### src/stb_pkg.sv
`timescale 1ns / 1ps
package stb_pkg;

	localparam int NUM_SLOTS_DEF = 16;
	localparam int MAX_FIRES     = 16;
	localparam int FIRE_CW       = $clog2(MAX_FIRES + 1);
	localparam int TICK_W        = 32;
	localparam int OPC_W         = 3;
	localparam int ID_W          = 4;
	localparam int HALF_W        = 16;

	typedef enum logic [OPC_W-1:0] {
		OP_CREATE    = 3'd0,
		OP_START     = 3'd1,
		OP_STOP      = 3'd2,
		OP_REMOVE    = 3'd3,
		OP_QUERY     = 3'd4,
		OP_TICK      = 3'd5,
		OP_SERVICE   = 3'd6,
		OP_READ_TICK = 3'd7
	} opc_t;

	typedef enum logic [2:0] {
		ST_IDLE,
		ST_EXEC,
		ST_SCAN_RD,
		ST_SCAN_WR,
		ST_DONE
	} st_t;

	typedef enum logic {
		ALU_MUL,
		ALU_DEC
	} alu_op_t;

	typedef struct packed {
		alu_op_t            op;
		logic [TICK_W-1:0]  opa;
		logic [HALF_W-1:0]  opb;
	} alu_req_t;

endpackage

### src/stb_if.sv
`timescale 1ns / 1ps
interface stb_in_if;
	import stb_pkg::*;
	logic              valid;
	logic              ready;
	logic [OPC_W-1:0]  opcode;
	logic [ID_W-1:0]   timer_id;
	logic [HALF_W-1:0] scale;
	logic [HALF_W-1:0] interval;
	logic              auto_reload;

	modport source (output valid, opcode, timer_id, scale, interval, auto_reload,
		input ready);
	modport sink (input valid, opcode, timer_id, scale, interval, auto_reload,
		output ready);
endinterface

interface stb_out_if;
	import stb_pkg::*;
	logic              valid;
	logic              ready;
	logic [ID_W-1:0]   slot_id;
	logic              status;
	logic              running;
	logic              fired;
	logic [TICK_W-1:0] tick_total;
	logic              last;

	modport source (output valid, slot_id, status, running, fired, tick_total, last,
		input ready);
	modport sink (input valid, slot_id, status, running, fired, tick_total, last,
		output ready);
endinterface

### src/stb_ram.sv
`timescale 1ns / 1ps
module stb_ram #(
	parameter int DEPTH = stb_pkg::NUM_SLOTS_DEF,
	parameter int AW    = 4,
	parameter int DW    = stb_pkg::TICK_W
) (
	input  logic          clk,
	input  logic          we,
	input  logic [AW-1:0] waddr,
	input  logic [DW-1:0] wdata,
	input  logic [AW-1:0] raddr,
	output logic [DW-1:0] rdata
);
	logic [DW-1:0] mem_q [DEPTH];
	logic [DW-1:0] rdata_q;

	always_ff @(posedge clk) begin
		if (we) begin
			mem_q[waddr] <= wdata;
		end
		rdata_q <= mem_q[raddr];
	end

	assign rdata = rdata_q;
endmodule

### src/stb_alu.sv
`timescale 1ns / 1ps
module stb_alu (
	input  stb_pkg::alu_req_t          req,
	output logic [stb_pkg::TICK_W-1:0] res,
	output logic                       gt1
);
	import stb_pkg::*;

	logic [TICK_W-1:0] prod;
	logic [TICK_W-1:0] dec;

	assign prod = {{(TICK_W-HALF_W){1'b0}}, req.opa[HALF_W-1:0]}
		* {{(TICK_W-HALF_W){1'b0}}, req.opb};
	assign dec  = req.opa - TICK_W'(1);
	assign gt1  = req.opa > TICK_W'(1);

	always_comb begin
		case (req.op)
			ALU_MUL: res = prod;
			ALU_DEC: res = dec;
			default: res = dec;
		endcase
	end
endmodule

### src/software_timer_bank_top.sv
`timescale 1ns / 1ps
// channel  dir  words
// cmd      in   opcode, timer_id, scale, interval, auto_reload
// rsp      out  slot_id, status, running, fired, tick_total, last
//
// start, stop, remove, query, read tick count: exec state, then done state with the result
// create: walks the used flags one slot per cycle until a free slot or the last slot
// tick and service: a time store read state and a write-back state per slot, tick writing
// back through the shared decrement unit; service stops at MAX_FIRES fires; stalls on rsp
// reset clears all flags and the tick counter at once; cmd is taken only when idle
module software_timer_bank_top #(
	parameter int NUM_SLOTS = stb_pkg::NUM_SLOTS_DEF
) (
	input  logic      clk,
	input  logic      arst_n,
	stb_in_if.sink    cmd,
	stb_out_if.source rsp
);
	import stb_pkg::*;

	localparam int SW = (NUM_SLOTS > 1) ? $clog2(NUM_SLOTS) : 1;
	localparam int IW = (SW + 1 > ID_W) ? SW + 1 : ID_W;

	st_t                  state_q, state_d;
	opc_t                 op_q;
	logic [ID_W-1:0]      id_q;
	logic [HALF_W-1:0]    scale_q;
	logic [HALF_W-1:0]    ival_q;
	logic                 reload_q;

	logic [NUM_SLOTS-1:0] used_q;
	logic [NUM_SLOTS-1:0] run_q;
	logic [NUM_SLOTS-1:0] rdy_q;
	logic [SW-1:0]        cnt_q;
	logic [FIRE_CW-1:0]   nfire_q;
	logic [TICK_W-1:0]    tick_q;

	logic [ID_W-1:0]      res_slot_q;
	logic                 res_status_q;
	logic                 res_running_q;
	logic                 res_fired_q;

	logic                 ovalid_q;
	logic [ID_W-1:0]      o_slot_q;
	logic                 o_status_q;
	logic                 o_running_q;
	logic                 o_fired_q;
	logic [TICK_W-1:0]    o_tick_q;
	logic                 o_last_q;

	logic                 accept;
	logic                 out_free;
	logic [IW-1:0]        id_w;
	logic                 id_ok;
	logic [SW-1:0]        idi;
	logic                 scan_end;
	logic                 cur_act;
	logic                 fire_cond;

	logic                 emit;
	logic                 emit_last;
	logic                 adv;
	logic                 fire;
	logic                 found;
	logic                 full;

	alu_req_t             alu_req;
	logic [TICK_W-1:0]    alu_res;
	logic                 alu_gt1;

	logic                 start_ok;
	logic                 rem_we;
	logic [SW-1:0]        rem_waddr;
	logic [TICK_W-1:0]    rem_wdata;
	logic [TICK_W-1:0]    rem_rd;
	logic [TICK_W-1:0]    rld_wdata;
	logic [TICK_W-1:0]    rld_rd;
	logic                 rld_nz;

	assign accept    = cmd.valid && cmd.ready;
	assign out_free  = !ovalid_q || rsp.ready;
	assign id_w      = IW'(id_q);
	assign id_ok     = id_w < IW'(NUM_SLOTS);
	assign idi       = id_w[SW-1:0];
	assign scan_end  = cnt_q == SW'(NUM_SLOTS - 1);
	assign cur_act   = used_q[cnt_q] && run_q[cnt_q];
	assign fire_cond = cur_act && rdy_q[cnt_q];
	assign rld_nz    = rld_rd != '0;
	assign start_ok  = (state_q == ST_EXEC) && (op_q == OP_START) && id_ok && used_q[idi];

	always_ff @(posedge clk or negedge arst_n) begin
		if (!arst_n) begin
			state_q <= ST_IDLE;
		end else begin
			state_q <= state_d;
		end
	end

	always_comb begin
		state_d   = state_q;
		emit      = 1'b0;
		emit_last = 1'b0;
		adv       = 1'b0;
		fire      = 1'b0;
		found     = 1'b0;
		full      = 1'b0;
		case (state_q)
			ST_IDLE: begin
				if (cmd.valid) begin
					state_d = ST_EXEC;
				end
			end
			ST_EXEC: begin
				case (op_q)
					OP_CREATE, OP_TICK, OP_SERVICE: state_d = ST_SCAN_RD;
					default:                        state_d = ST_DONE;
				endcase
			end
			ST_SCAN_RD: begin
				if (op_q == OP_CREATE) begin
					if (!used_q[cnt_q]) begin
						found   = 1'b1;
						state_d = ST_DONE;
					end else if (scan_end) begin
						full    = 1'b1;
						state_d = ST_DONE;
					end else begin
						adv = 1'b1;
					end
				end else begin
					state_d = ST_SCAN_WR;
				end
			end
			ST_SCAN_WR: begin
				if (op_q == OP_SERVICE) begin
					if (!(fire_cond && res_fired_q && !out_free)) begin
						fire = fire_cond;
						emit = fire_cond && res_fired_q;
						if ((fire_cond && nfire_q == FIRE_CW'(MAX_FIRES - 1)) || scan_end) begin
							state_d = ST_DONE;
						end else begin
							adv     = 1'b1;
							state_d = ST_SCAN_RD;
						end
					end
				end else if (scan_end) begin
					state_d = ST_DONE;
				end else begin
					adv     = 1'b1;
					state_d = ST_SCAN_RD;
				end
			end
			ST_DONE: begin
				if (out_free) begin
					emit      = 1'b1;
					emit_last = 1'b1;
					state_d   = ST_IDLE;
				end
			end
			default: state_d = ST_IDLE;
		endcase
	end

	always_ff @(posedge clk) begin
		if (accept) begin
			op_q     <= opc_t'(cmd.opcode);
			id_q     <= cmd.timer_id;
			scale_q  <= cmd.scale;
			ival_q   <= cmd.interval;
			reload_q <= cmd.auto_reload;
		end
	end

	always_ff @(posedge clk or negedge arst_n) begin
		if (!arst_n) begin
			cnt_q         <= '0;
			nfire_q       <= '0;
			tick_q        <= '0;
			res_slot_q    <= '0;
			res_status_q  <= 1'b0;
			res_running_q <= 1'b0;
			res_fired_q   <= 1'b0;
		end else begin
			if (accept) begin
				cnt_q         <= '0;
				nfire_q       <= '0;
				res_slot_q    <= '0;
				res_status_q  <= 1'b0;
				res_running_q <= 1'b0;
				res_fired_q   <= 1'b0;
			end else begin
				if (adv) begin
					cnt_q <= cnt_q + SW'(1);
				end
				if (found || fire) begin
					res_slot_q <= ID_W'(cnt_q);
				end
				if (fire) begin
					res_fired_q <= 1'b1;
					nfire_q     <= nfire_q + FIRE_CW'(1);
				end
				if (full) begin
					res_status_q <= 1'b1;
				end
				if (state_q == ST_EXEC && op_q == OP_QUERY) begin
					res_running_q <= id_ok && run_q[idi];
				end
			end
			if (state_q == ST_EXEC && op_q == OP_TICK) begin
				tick_q <= tick_q + TICK_W'(1);
			end
		end
	end

	// slot flags
	always_ff @(posedge clk or negedge arst_n) begin
		if (!arst_n) begin
			used_q <= '0;
			run_q  <= '0;
			rdy_q  <= '0;
		end else begin
			if (start_ok) begin
				run_q[idi] <= 1'b1;
			end
			if (state_q == ST_EXEC && id_ok && (op_q == OP_STOP || op_q == OP_REMOVE)) begin
				run_q[idi] <= 1'b0;
				rdy_q[idi] <= 1'b0;
				if (op_q == OP_REMOVE) begin
					used_q[idi] <= 1'b0;
				end
			end
			if (found) begin
				used_q[cnt_q] <= 1'b1;
			end
			if (state_q == ST_SCAN_WR && op_q == OP_TICK && cur_act && !alu_gt1) begin
				rdy_q[cnt_q] <= 1'b1;
			end
			if (fire) begin
				rdy_q[cnt_q] <= 1'b0;
				run_q[cnt_q] <= rld_nz;
			end
		end
	end

	always_comb begin
		alu_req.opb = ival_q;
		if (state_q == ST_EXEC) begin
			alu_req.op  = ALU_MUL;
			alu_req.opa = {{(TICK_W-HALF_W){1'b0}}, scale_q};
		end else begin
			alu_req.op  = ALU_DEC;
			alu_req.opa = rem_rd;
		end
	end

	stb_alu u_alu (
		.req (alu_req),
		.res (alu_res),
		.gt1 (alu_gt1)
	);

	assign rem_we    = start_ok
		|| (state_q == ST_SCAN_WR && op_q == OP_TICK && cur_act && alu_gt1)
		|| (fire && rld_nz);
	assign rem_waddr = (state_q == ST_EXEC) ? idi : cnt_q;
	assign rem_wdata = fire ? rld_rd : alu_res;
	assign rld_wdata = reload_q ? alu_res : '0;

	stb_ram #(
		.DEPTH (NUM_SLOTS),
		.AW    (SW),
		.DW    (TICK_W)
	) u_rem (
		.clk   (clk),
		.we    (rem_we),
		.waddr (rem_waddr),
		.wdata (rem_wdata),
		.raddr (cnt_q),
		.rdata (rem_rd)
	);

	stb_ram #(
		.DEPTH (NUM_SLOTS),
		.AW    (SW),
		.DW    (TICK_W)
	) u_rld (
		.clk   (clk),
		.we    (start_ok),
		.waddr (idi),
		.wdata (rld_wdata),
		.raddr (cnt_q),
		.rdata (rld_rd)
	);

	// output word register
	always_ff @(posedge clk or negedge arst_n) begin
		if (!arst_n) begin
			ovalid_q <= 1'b0;
		end else if (emit) begin
			ovalid_q <= 1'b1;
		end else if (rsp.ready) begin
			ovalid_q <= 1'b0;
		end
	end

	always_ff @(posedge clk) begin
		if (emit) begin
			o_slot_q    <= res_slot_q;
			o_status_q  <= res_status_q;
			o_running_q <= res_running_q;
			o_fired_q   <= res_fired_q;
			o_tick_q    <= tick_q;
			o_last_q    <= emit_last;
		end
	end

	assign cmd.ready      = state_q == ST_IDLE;
	assign rsp.valid      = ovalid_q;
	assign rsp.slot_id    = o_slot_q;
	assign rsp.status     = o_status_q;
	assign rsp.running    = o_running_q;
	assign rsp.fired      = o_fired_q;
	assign rsp.tick_total = o_tick_q;
	assign rsp.last       = o_last_q;
endmodule

### src/flat_wrapper.sv
// flat-port wrapper written by rule: the top's interface ports become plain ports
module software_timer_bank_top_flat import stb_pkg::*;
#(
	parameter int NUM_SLOTS = stb_pkg::NUM_SLOTS_DEF
)
  (clk, arst_n, cmd_valid, cmd_opcode, cmd_timer_id, cmd_scale, cmd_interval, cmd_auto_reload, cmd_ready, rsp_valid, rsp_slot_id, rsp_status, rsp_running, rsp_fired, rsp_tick_total, rsp_last, rsp_ready);
  stb_in_if cmd_i ();
  stb_out_if rsp_i ();
  input  logic clk;
  input  logic arst_n;
  input wire logic [$bits(cmd_i.valid)-1:0] cmd_valid;
  input wire logic [$bits(cmd_i.opcode)-1:0] cmd_opcode;
  input wire logic [$bits(cmd_i.timer_id)-1:0] cmd_timer_id;
  input wire logic [$bits(cmd_i.scale)-1:0] cmd_scale;
  input wire logic [$bits(cmd_i.interval)-1:0] cmd_interval;
  input wire logic [$bits(cmd_i.auto_reload)-1:0] cmd_auto_reload;
  output wire logic [$bits(cmd_i.ready)-1:0] cmd_ready;
  output wire logic [$bits(rsp_i.valid)-1:0] rsp_valid;
  output wire logic [$bits(rsp_i.slot_id)-1:0] rsp_slot_id;
  output wire logic [$bits(rsp_i.status)-1:0] rsp_status;
  output wire logic [$bits(rsp_i.running)-1:0] rsp_running;
  output wire logic [$bits(rsp_i.fired)-1:0] rsp_fired;
  output wire logic [$bits(rsp_i.tick_total)-1:0] rsp_tick_total;
  output wire logic [$bits(rsp_i.last)-1:0] rsp_last;
  input wire logic [$bits(rsp_i.ready)-1:0] rsp_ready;
  assign cmd_i.valid = cmd_valid;
  assign cmd_i.opcode = cmd_opcode;
  assign cmd_i.timer_id = cmd_timer_id;
  assign cmd_i.scale = cmd_scale;
  assign cmd_i.interval = cmd_interval;
  assign cmd_i.auto_reload = cmd_auto_reload;
  assign cmd_ready = cmd_i.ready;
  assign rsp_valid = rsp_i.valid;
  assign rsp_slot_id = rsp_i.slot_id;
  assign rsp_status = rsp_i.status;
  assign rsp_running = rsp_i.running;
  assign rsp_fired = rsp_i.fired;
  assign rsp_tick_total = rsp_i.tick_total;
  assign rsp_last = rsp_i.last;
  assign rsp_i.ready = rsp_ready;
  software_timer_bank_top #(.NUM_SLOTS(NUM_SLOTS)) u_core (.clk(clk), .arst_n(arst_n), .cmd(cmd_i), .rsp(rsp_i));
endmodule
### config.mk
export PLATFORM = sky130hd
export DESIGN_NAME = software_timer_bank_top_flat
export DESIGN_NICKNAME = d
export VERILOG_FILES = /design/src/stb_pkg.sv /design/src/stb_if.sv /design/src/stb_ram.sv /design/src/stb_alu.sv /design/src/software_timer_bank_top.sv /design/src/flat_wrapper.sv
export SDC_FILE = /design/constraint.sdc
export NUM_CORES = 2
export LEC_CHECK = 0
export BUFFER_PORTS_ARGS = -buffer_cell sky130_fd_sc_hd__buf_2
export CAP_MARGIN = 20
export CORE_MARGIN = 3
export CORE_UTILIZATION = 56
export DETAILED_ROUTE_END_ITERATION = 6
export PLACE_DENSITY = 0.72
export SETUP_SLACK_MARGIN = 0.4
export SYNTH_ARGS = -nofsm -noshare
export SYNTH_HDL_FRONTEND = slang
export SYNTH_SLANG_ARGS = --single-unit
### constraint.sdc
create_clock -name clk -period 11.5 [get_ports clk]
set_input_delay 0.575 -clock clk [delete_from_list [all_inputs] [get_ports clk]]
set_output_delay 0.575 -clock clk [all_outputs]
set_load 0.02 [all_outputs]
### Word level (Yosys, flattened, before mapping)

Memory sizes are Yosys's and may differ from the RTL's. A register that Yosys moved wholly into a read port is not among the register bits.
Index checks and enable logic that the tools add are counted.

| storage, ports and cells | value |
|---|---|
| output and inout port bits | 42 |
| register bits | 180 |
| RAM bits | 1024 |
| input port bits | 44 |
| word-level logic and storage cells | 182 |
| memories | 2 |

Memories:

| memory | depth | bits a word | rd ports | clocked after Yosys merged registers in | wr ports | line | RTL |
|---|---|---|---|---|---|---|---|
| u_core.u_rem.mem_q | 16 | 32 | 1 | 1 | 1 | stb_ram.sv:14 | `logic [DW-1:0] mem_q [DEPTH];` |
| u_core.u_rld.mem_q | 16 | 32 | 1 | 1 | 1 | stb_ram.sv:14 |  |

| operators by class | value |
|---|---|
| bitwise logic cells | 10 |
| multiply operators | 1 |
| multiplexer cells | 79 |
| equal/unequal tests | 16 |
| reductions and logical operators | 41 |
| add/subtract/negate cells | 4 |
| magnitude comparators | 6 |

Operators by type and width:

| cell | count |
|---|---|
| 2-to-1 mux 16 bit | 9 |
| AND 16 bit | 4 |
| 2-to-1 mux 32 bit | 2 |
| one-hot mux 32 bit (2 select lines) | 1 |
| OR 16 bit | 3 |
| 2-to-1 mux 1 bit | 38 |
| 2-to-1 mux 33 bit | 1 |
| adder 32 x 1 -> 32 bit (second input constant) | 1 |
| greater-than comparator 32 x 1 -> 1 bit (second input constant) | 1 |
| multiplier 16 x 16 -> 32 bit | 1 |
| NOT 16 bit | 2 |
| nonzero test 32 bit | 1 |
| subtractor 32 x 1 -> 32 bit (second input constant) | 1 |
| 2-to-1 mux 3 bit | 10 |
| logical AND 1 bit | 21 |
| binary-select mux 1 bit (select 4 bit) | 5 |
| 2-to-1 mux 4 bit | 5 |
| bitwise mux 16 bit | 1 |
| less-than comparator 4 x 5 -> 1 bit (second input constant) | 3 |
| one-hot mux 3 bit (5 select lines) | 1 |
| equality test 3 x 2 -> 1 bit (second input constant) | 4 |
| equality test 3 bit (second input constant) | 4 |
| nonzero test 2 bit | 6 |
| 2-to-1 mux 5 bit | 2 |
| other kinds (18) | 30 |

### Depth between registers and ports, before layout

| depth | value |
|---|---|
| depth in word-level cells | 13 |
| depth in mapped cells | 30 |
| gate-level depth less buffers | 24 |

### By module

From an unflattened synthesis, not the netlist that was laid out.

| second synthesis, totals | value |
|---|---|
| cells, all modules | 3747 |
| area total of the unflattened synthesis | 58449.8 µm² |

Modules (own cells, without submodules):

| module | times used | area each (µm²) | cells an instance |
|---|---|---|---|
| stb_ram | 2 | 19835.3 | 838 |
| stb_alu | 1 | 9704.3 | 1191 |
| software_timer_bank_top | 1 | 9075.0 | 880 |

### Least setup slack after synthesis

Ideal clock, no wire load.

| timing | value |
|---|---|
| path type | flip-flop to flip-flop |
| start point | reg u_core.state_q[0] |
| end point | mem u_core.u_rem.mem_q[0][28] (netlist name), data pin |
| slack | 3.305 ns |
| setup time | 0.330 ns |
| cell stages (with the launch flop) | 29 |
| arrival | 7.865 ns |
| path buffers | 6 |
| cell sequence | dfrtp_1 -> buf_2 -> or3b_1 -> clkbuf_1 -> clkbuf_1 -> clkbuf_1 -> nand2_1 -> nand2_1 -> clkbuf_1 -> nand2_1 -> fa_1 -> fa_1 -> fa_1 -> inv_1 -> fa_1 -> fa_1 -> inv_1 -> fa_1 -> inv_1 -> ha_1 -> clkbuf_1 -> a211o_1 -> a2111o_1 -> a21oi_1 -> nand4_1 -> a31oi_1 -> mux2i_1 -> o21ai_0 -> o21ai_0 |

| on the way | value |
|---|---|
| cells in the longest elaborated chain, start to end | 5 |

RTL lines:

| what | line | RTL |
|---|---|---|
| from (decl) | software_timer_bank_top.sv:24 | `st_t state_q, state_d;` |
| from (signal assigned) | software_timer_bank_top.sv:95 | `state_q <= state_d;` |
| equality test 3 x 1 -> 1 bit | software_timer_bank_top.sv:247 | `if (state_q == ST_EXEC) begin` |
| 2-to-1 mux 33 bit | software_timer_bank_top.sv:247 |  |
| multiplier 16 x 16 -> 32 bit, or another cell as far along | stb_alu.sv:13 | `* {{(TICK_W-HALF_W){1'b0}}, req.opb};` |
| one-hot mux 32 bit (2 select lines) | stb_alu.sv:18 | `case (req.op)` |
| 2-to-1 mux 32 bit (*) | software_timer_bank_top.sv:266 | `assign rem_wdata = fire ? rld_rd : alu_res;` |
| via u_core.rem_wdata[28] | software_timer_bank_top.sv:74 | `logic [TICK_W-1:0] rem_wdata;` |
| to (decl) | stb_ram.sv:14 |  |

Mark *: on every way through the listed nets, which the timed path passes. The rest lies on a longest branch.

### Final worst setup path

| timing | value |
|---|---|
| start point | reg u_core.state_q[2] |
| end point | mem u_core.u_rem.mem_q[4][26] (netlist name), data pin |

The elaborated chain is that of the path after synthesis.

==> flow_metrics.tcl <==
set metrics [dict create \
    status "completed" \
    startpoint_type "flip-flop" \
    min-delay-start "cmd_interval[13]" \
    worstSetupPathType "reg2reg" \
    antenna_found_initial 1 \
    postLayoutCoreUtil 0.630 \
    drc_errors 0 \
    ff_latch_area_um2 37000 \
    synth_edf_count 1104 \
    antenna_cells 0 \
    cts_buffer_depth 3 \
    fin_tns_setup_ns 0 \
    cts_resized 0 \
    rows 117 \
    fillers 7076 \
    crit_path_end_kind "flip-flop" \
    maxSlewHeadroom 0.254 \
    fin_crit_ns 8.95 \
    timing.rr.end "u_core.u_rem.mem_q[4][26]" \
    grt_max_degree 112 \
    ys_warn_count 0 \
    root_buffer "clkbuf_16" \
    via_per_inst 6.33 \
    initial_core_util 0.568 \
    cts_buffers 119 \
    wl_met3_um 12300 \
    pre_cts_ws_ns 2.68 \
    ys_seq_area_frac 0.634 \
    htree_levels 3 \
    syn_avg_cell_area_um2 16.6 \
    slew_violations 0 \
    gp_congestion 0.925 \
    nets 3965 \
    yosysTopAreaCellShare 0.569 \
    drt_wl_total_um 141000 \
    die_h_um 329 \
    hold_violations 0 \
    min_to "u_core.ival_q[13]" \
    synthTopCellsByArea "edfxtp_1 (57%), mux4_2 (13%), fa_1 (6.7%), dfrtp_1 (4.3%), ha_1 (2.4%)" \
    dieArea_um2 108000 \
    synth_area_um2 58200 \
    setup-violations-final 0 \
    syn_inst 3501 \
    crit_path_start "u_core.state_q[2]" \
    holdWs_ns 0.0391 \
    worstPathArrival_ns 9.31 \
    clkTransAtPathRegs_ns 0.06 \
    routed.top_layer "met4" \
    synth_top_cell_by_area "edfxtp_1" \
    areaGrowthSynthToFinish_pct 10.8 \
    worstReg2RegStart "u_core.state_q[2]" \
    drtIter0Drc 3730 \
    postCtsHoldBufs 7 \
    yosysUniqueCellTypes 80 \
    wl_met1_um 55500 \
    setup_slack_ns 2.55 \
    grt_use_total 0.267 \
    fmax_mhz 112 \
    ys_seq_elements 1268 \
    wl_met2_um 69100 \
    path_max_fanout 38 \
    r2r_slack_ns 2.55 \
    cts_sinks 1268 \
    ys.flop_type "edfxtp_1" \
    core-area_um2 102000 \
    grt_pass1_wl_um 213000 \
    critPathRequiredTime_ns 11.87 \
    die-width_um 329 \
    hp-class "in2reg" \
    vias 32200 \
    clk_latency_ns 0.73 \
    place_hpwl_um 84500 \
    grt_pass1_vias 32800 \
    hold_depth 1 \
    rsz0062_at_grt "no" \
    async_flop_share 0.0789 \
    tightest_slew_ns 1.11 \
    final.period_utilization 0.778 \
    finClkSkew_ns 0.0463 \
    post_drt_wl_per_cell_um 27.7 \
    max_cap_violations 0 \
    ant_nets 0 \
    cts_setup_buffers 0 \
    port_buffers 85 \
    tritoncts "yes" \
    synthesis.nets 3852 \
    multiInputGateArea_um2 19900 \
    drive_above_1_share 0.203 \
    r2r_cells 25 \
    grt_overflow 0 \
    dr.pass1.iters 6 \
    boundaryPins 86 \
]
## how the worst max path moves through the flow
stage	slack, ns	depth (start not counted)	to
6_report	2.55	25	u_core.u_rem.mem_q[4][26]
5_1_grt	1.91	25	u_core.u_rem.mem_q[7][28]
4_1_cts	2.64	23	u_core.u_rem.mem_q[2][27]
3_5_place_dp	2.68	25	u_core.u_rem.mem_q[0][28]
3_3_place_gp	2.80	25	u_core.u_rld.mem_q[14][24]
2_1_floorplan	3.30	28	u_core.u_rem.mem_q[0][28]
## critical path, cell delays in order, from the launching register on
cell,delay [ns]
dfrtp_1,0.50
nor3b_4,0.51
buf_4,0.47
nand2_1,0.09
nand2_1,0.51
nand2_1,0.17
fa_1,0.58
inv_1,0.06
fa_1,0.50
inv_1,0.05
fa_1,0.52
inv_1,0.05
fa_1,0.48
fa_1,0.51
inv_1,0.05
fa_1,0.47
inv_1,0.04
ha_1,0.37
o21a_1,0.23
a2111o_1,0.40
a21oi_1,0.27
nand4_1,0.14
a31oi_1,0.31
xnor2_1,0.20
a211oi_1,0.19
a21oi_1,0.88
## cells in the final DEF, fill, tap and decap left out, types with 20 or more instances in the layout
cell	count
edfxtp_1	1104
mux4_2	341
nand2_1	300
inv_1	236
fa_1	194
and2_1	140
clkbuf_16	119
nor2_1	115
ha_1	113
dfrtp_1	96
buf_2	84
buf_4	72
dfxtp_1	64
a21oi_1	60
xnor2_1	59
nand3_1	54
o21ai_0	51
clkbuf_1	41
a31oi_1	39
xor2_1	28
and3_1	20
nor4_1	20
## routing by layer
| layer | vias up | GRT usage |
|---|---|---|
| li1 | 13500 | - |
| met1 | 16800 | 0.381 |
| met2 | 1681 | 0.432 |
| met3 | 264 | 0.0453 |
| met4 | 0 | 0.0769 |
| met5 | - | 0 |
## registers in the layout, summed over array words and instances (netlist names), 3 cells and up
name,cells
u_core.u_rld.mem_q,512
u_core.u_rem.rdata,32
u_core.scale_q,16
u_core.nfire_q,5
u_core.u_rem.mem_q,512
u_core.res_slot_q,4
u_core.run_q,16
u_core.state_q,3
u_core.rdy_q,16
u_core.cnt_q,4
u_core.rsp.slot_id,4
u_core.u_rld.rdata,32
u_core.op_q,3
u_core.used_q,16
u_core.tick_q,32
u_core.rsp.tick_total,32
u_core.ival_q,16
u_core.id_q,4
## kinds of logic (layout without fill, tap and decap cells)
family,after synthesis,count (layout),share of synthesized area
AO/OA/AOI/OAI,273,273,0.0319
XOR/XNOR,87,87,0.0131
adder cells (fa/ha/maj),307,307,0.0909
buffers and inverters,418,636,0.0278
flip-flops,1268,1268,0.634
multiplexers,374,374,0.138
AND/OR/NAND/NOR,774,774,0.0643
## through the flow
| stage | std cells | area, um^2 |
|---|---|---|
| after CTS | 5077 | 64400 |
| final | 5087 | 64500 |
| after global placement | 4839 | 60400 |
| after floorplan | 3501 | 58200 |
| after global routing | 5087 | 64500 |
| after detailed placement | 4844 | 60500 |
## layout make-up
type | count | share of cell area
sequential | 1268 | 0.573
multi-input combinational | 1815 | 0.309
clock buffer | 171 | 0.0509
tap | 1368 | 0.0265
timing repair buffer | 172 | 0.0181
inverter | 238 | 0.0138
clock inverter | 55 | 0.00927
## synthesized netlist by cell type (all sizes together), types with 12 or more instances
master,instances
a32o,16
a21oi,62
fa,194
nor3,32
a32oi,15
edfxtp,1104
clkbuf,131
nor4,21
nand3,54
xnor2,59
a41o,12
mux2i,18
buf,49
o21ai,60
and2,140
xor2,28
nand4,17
ha,113
nor2,132
and3,20
dfrtp,100
dfxtp,64
inv,237
mux4,341
mux2,15
a31oi,39
nand2,301
Power is not shown: default switching activity piles up to over one toggle a cycle in this logic, so the estimate is an artifact.
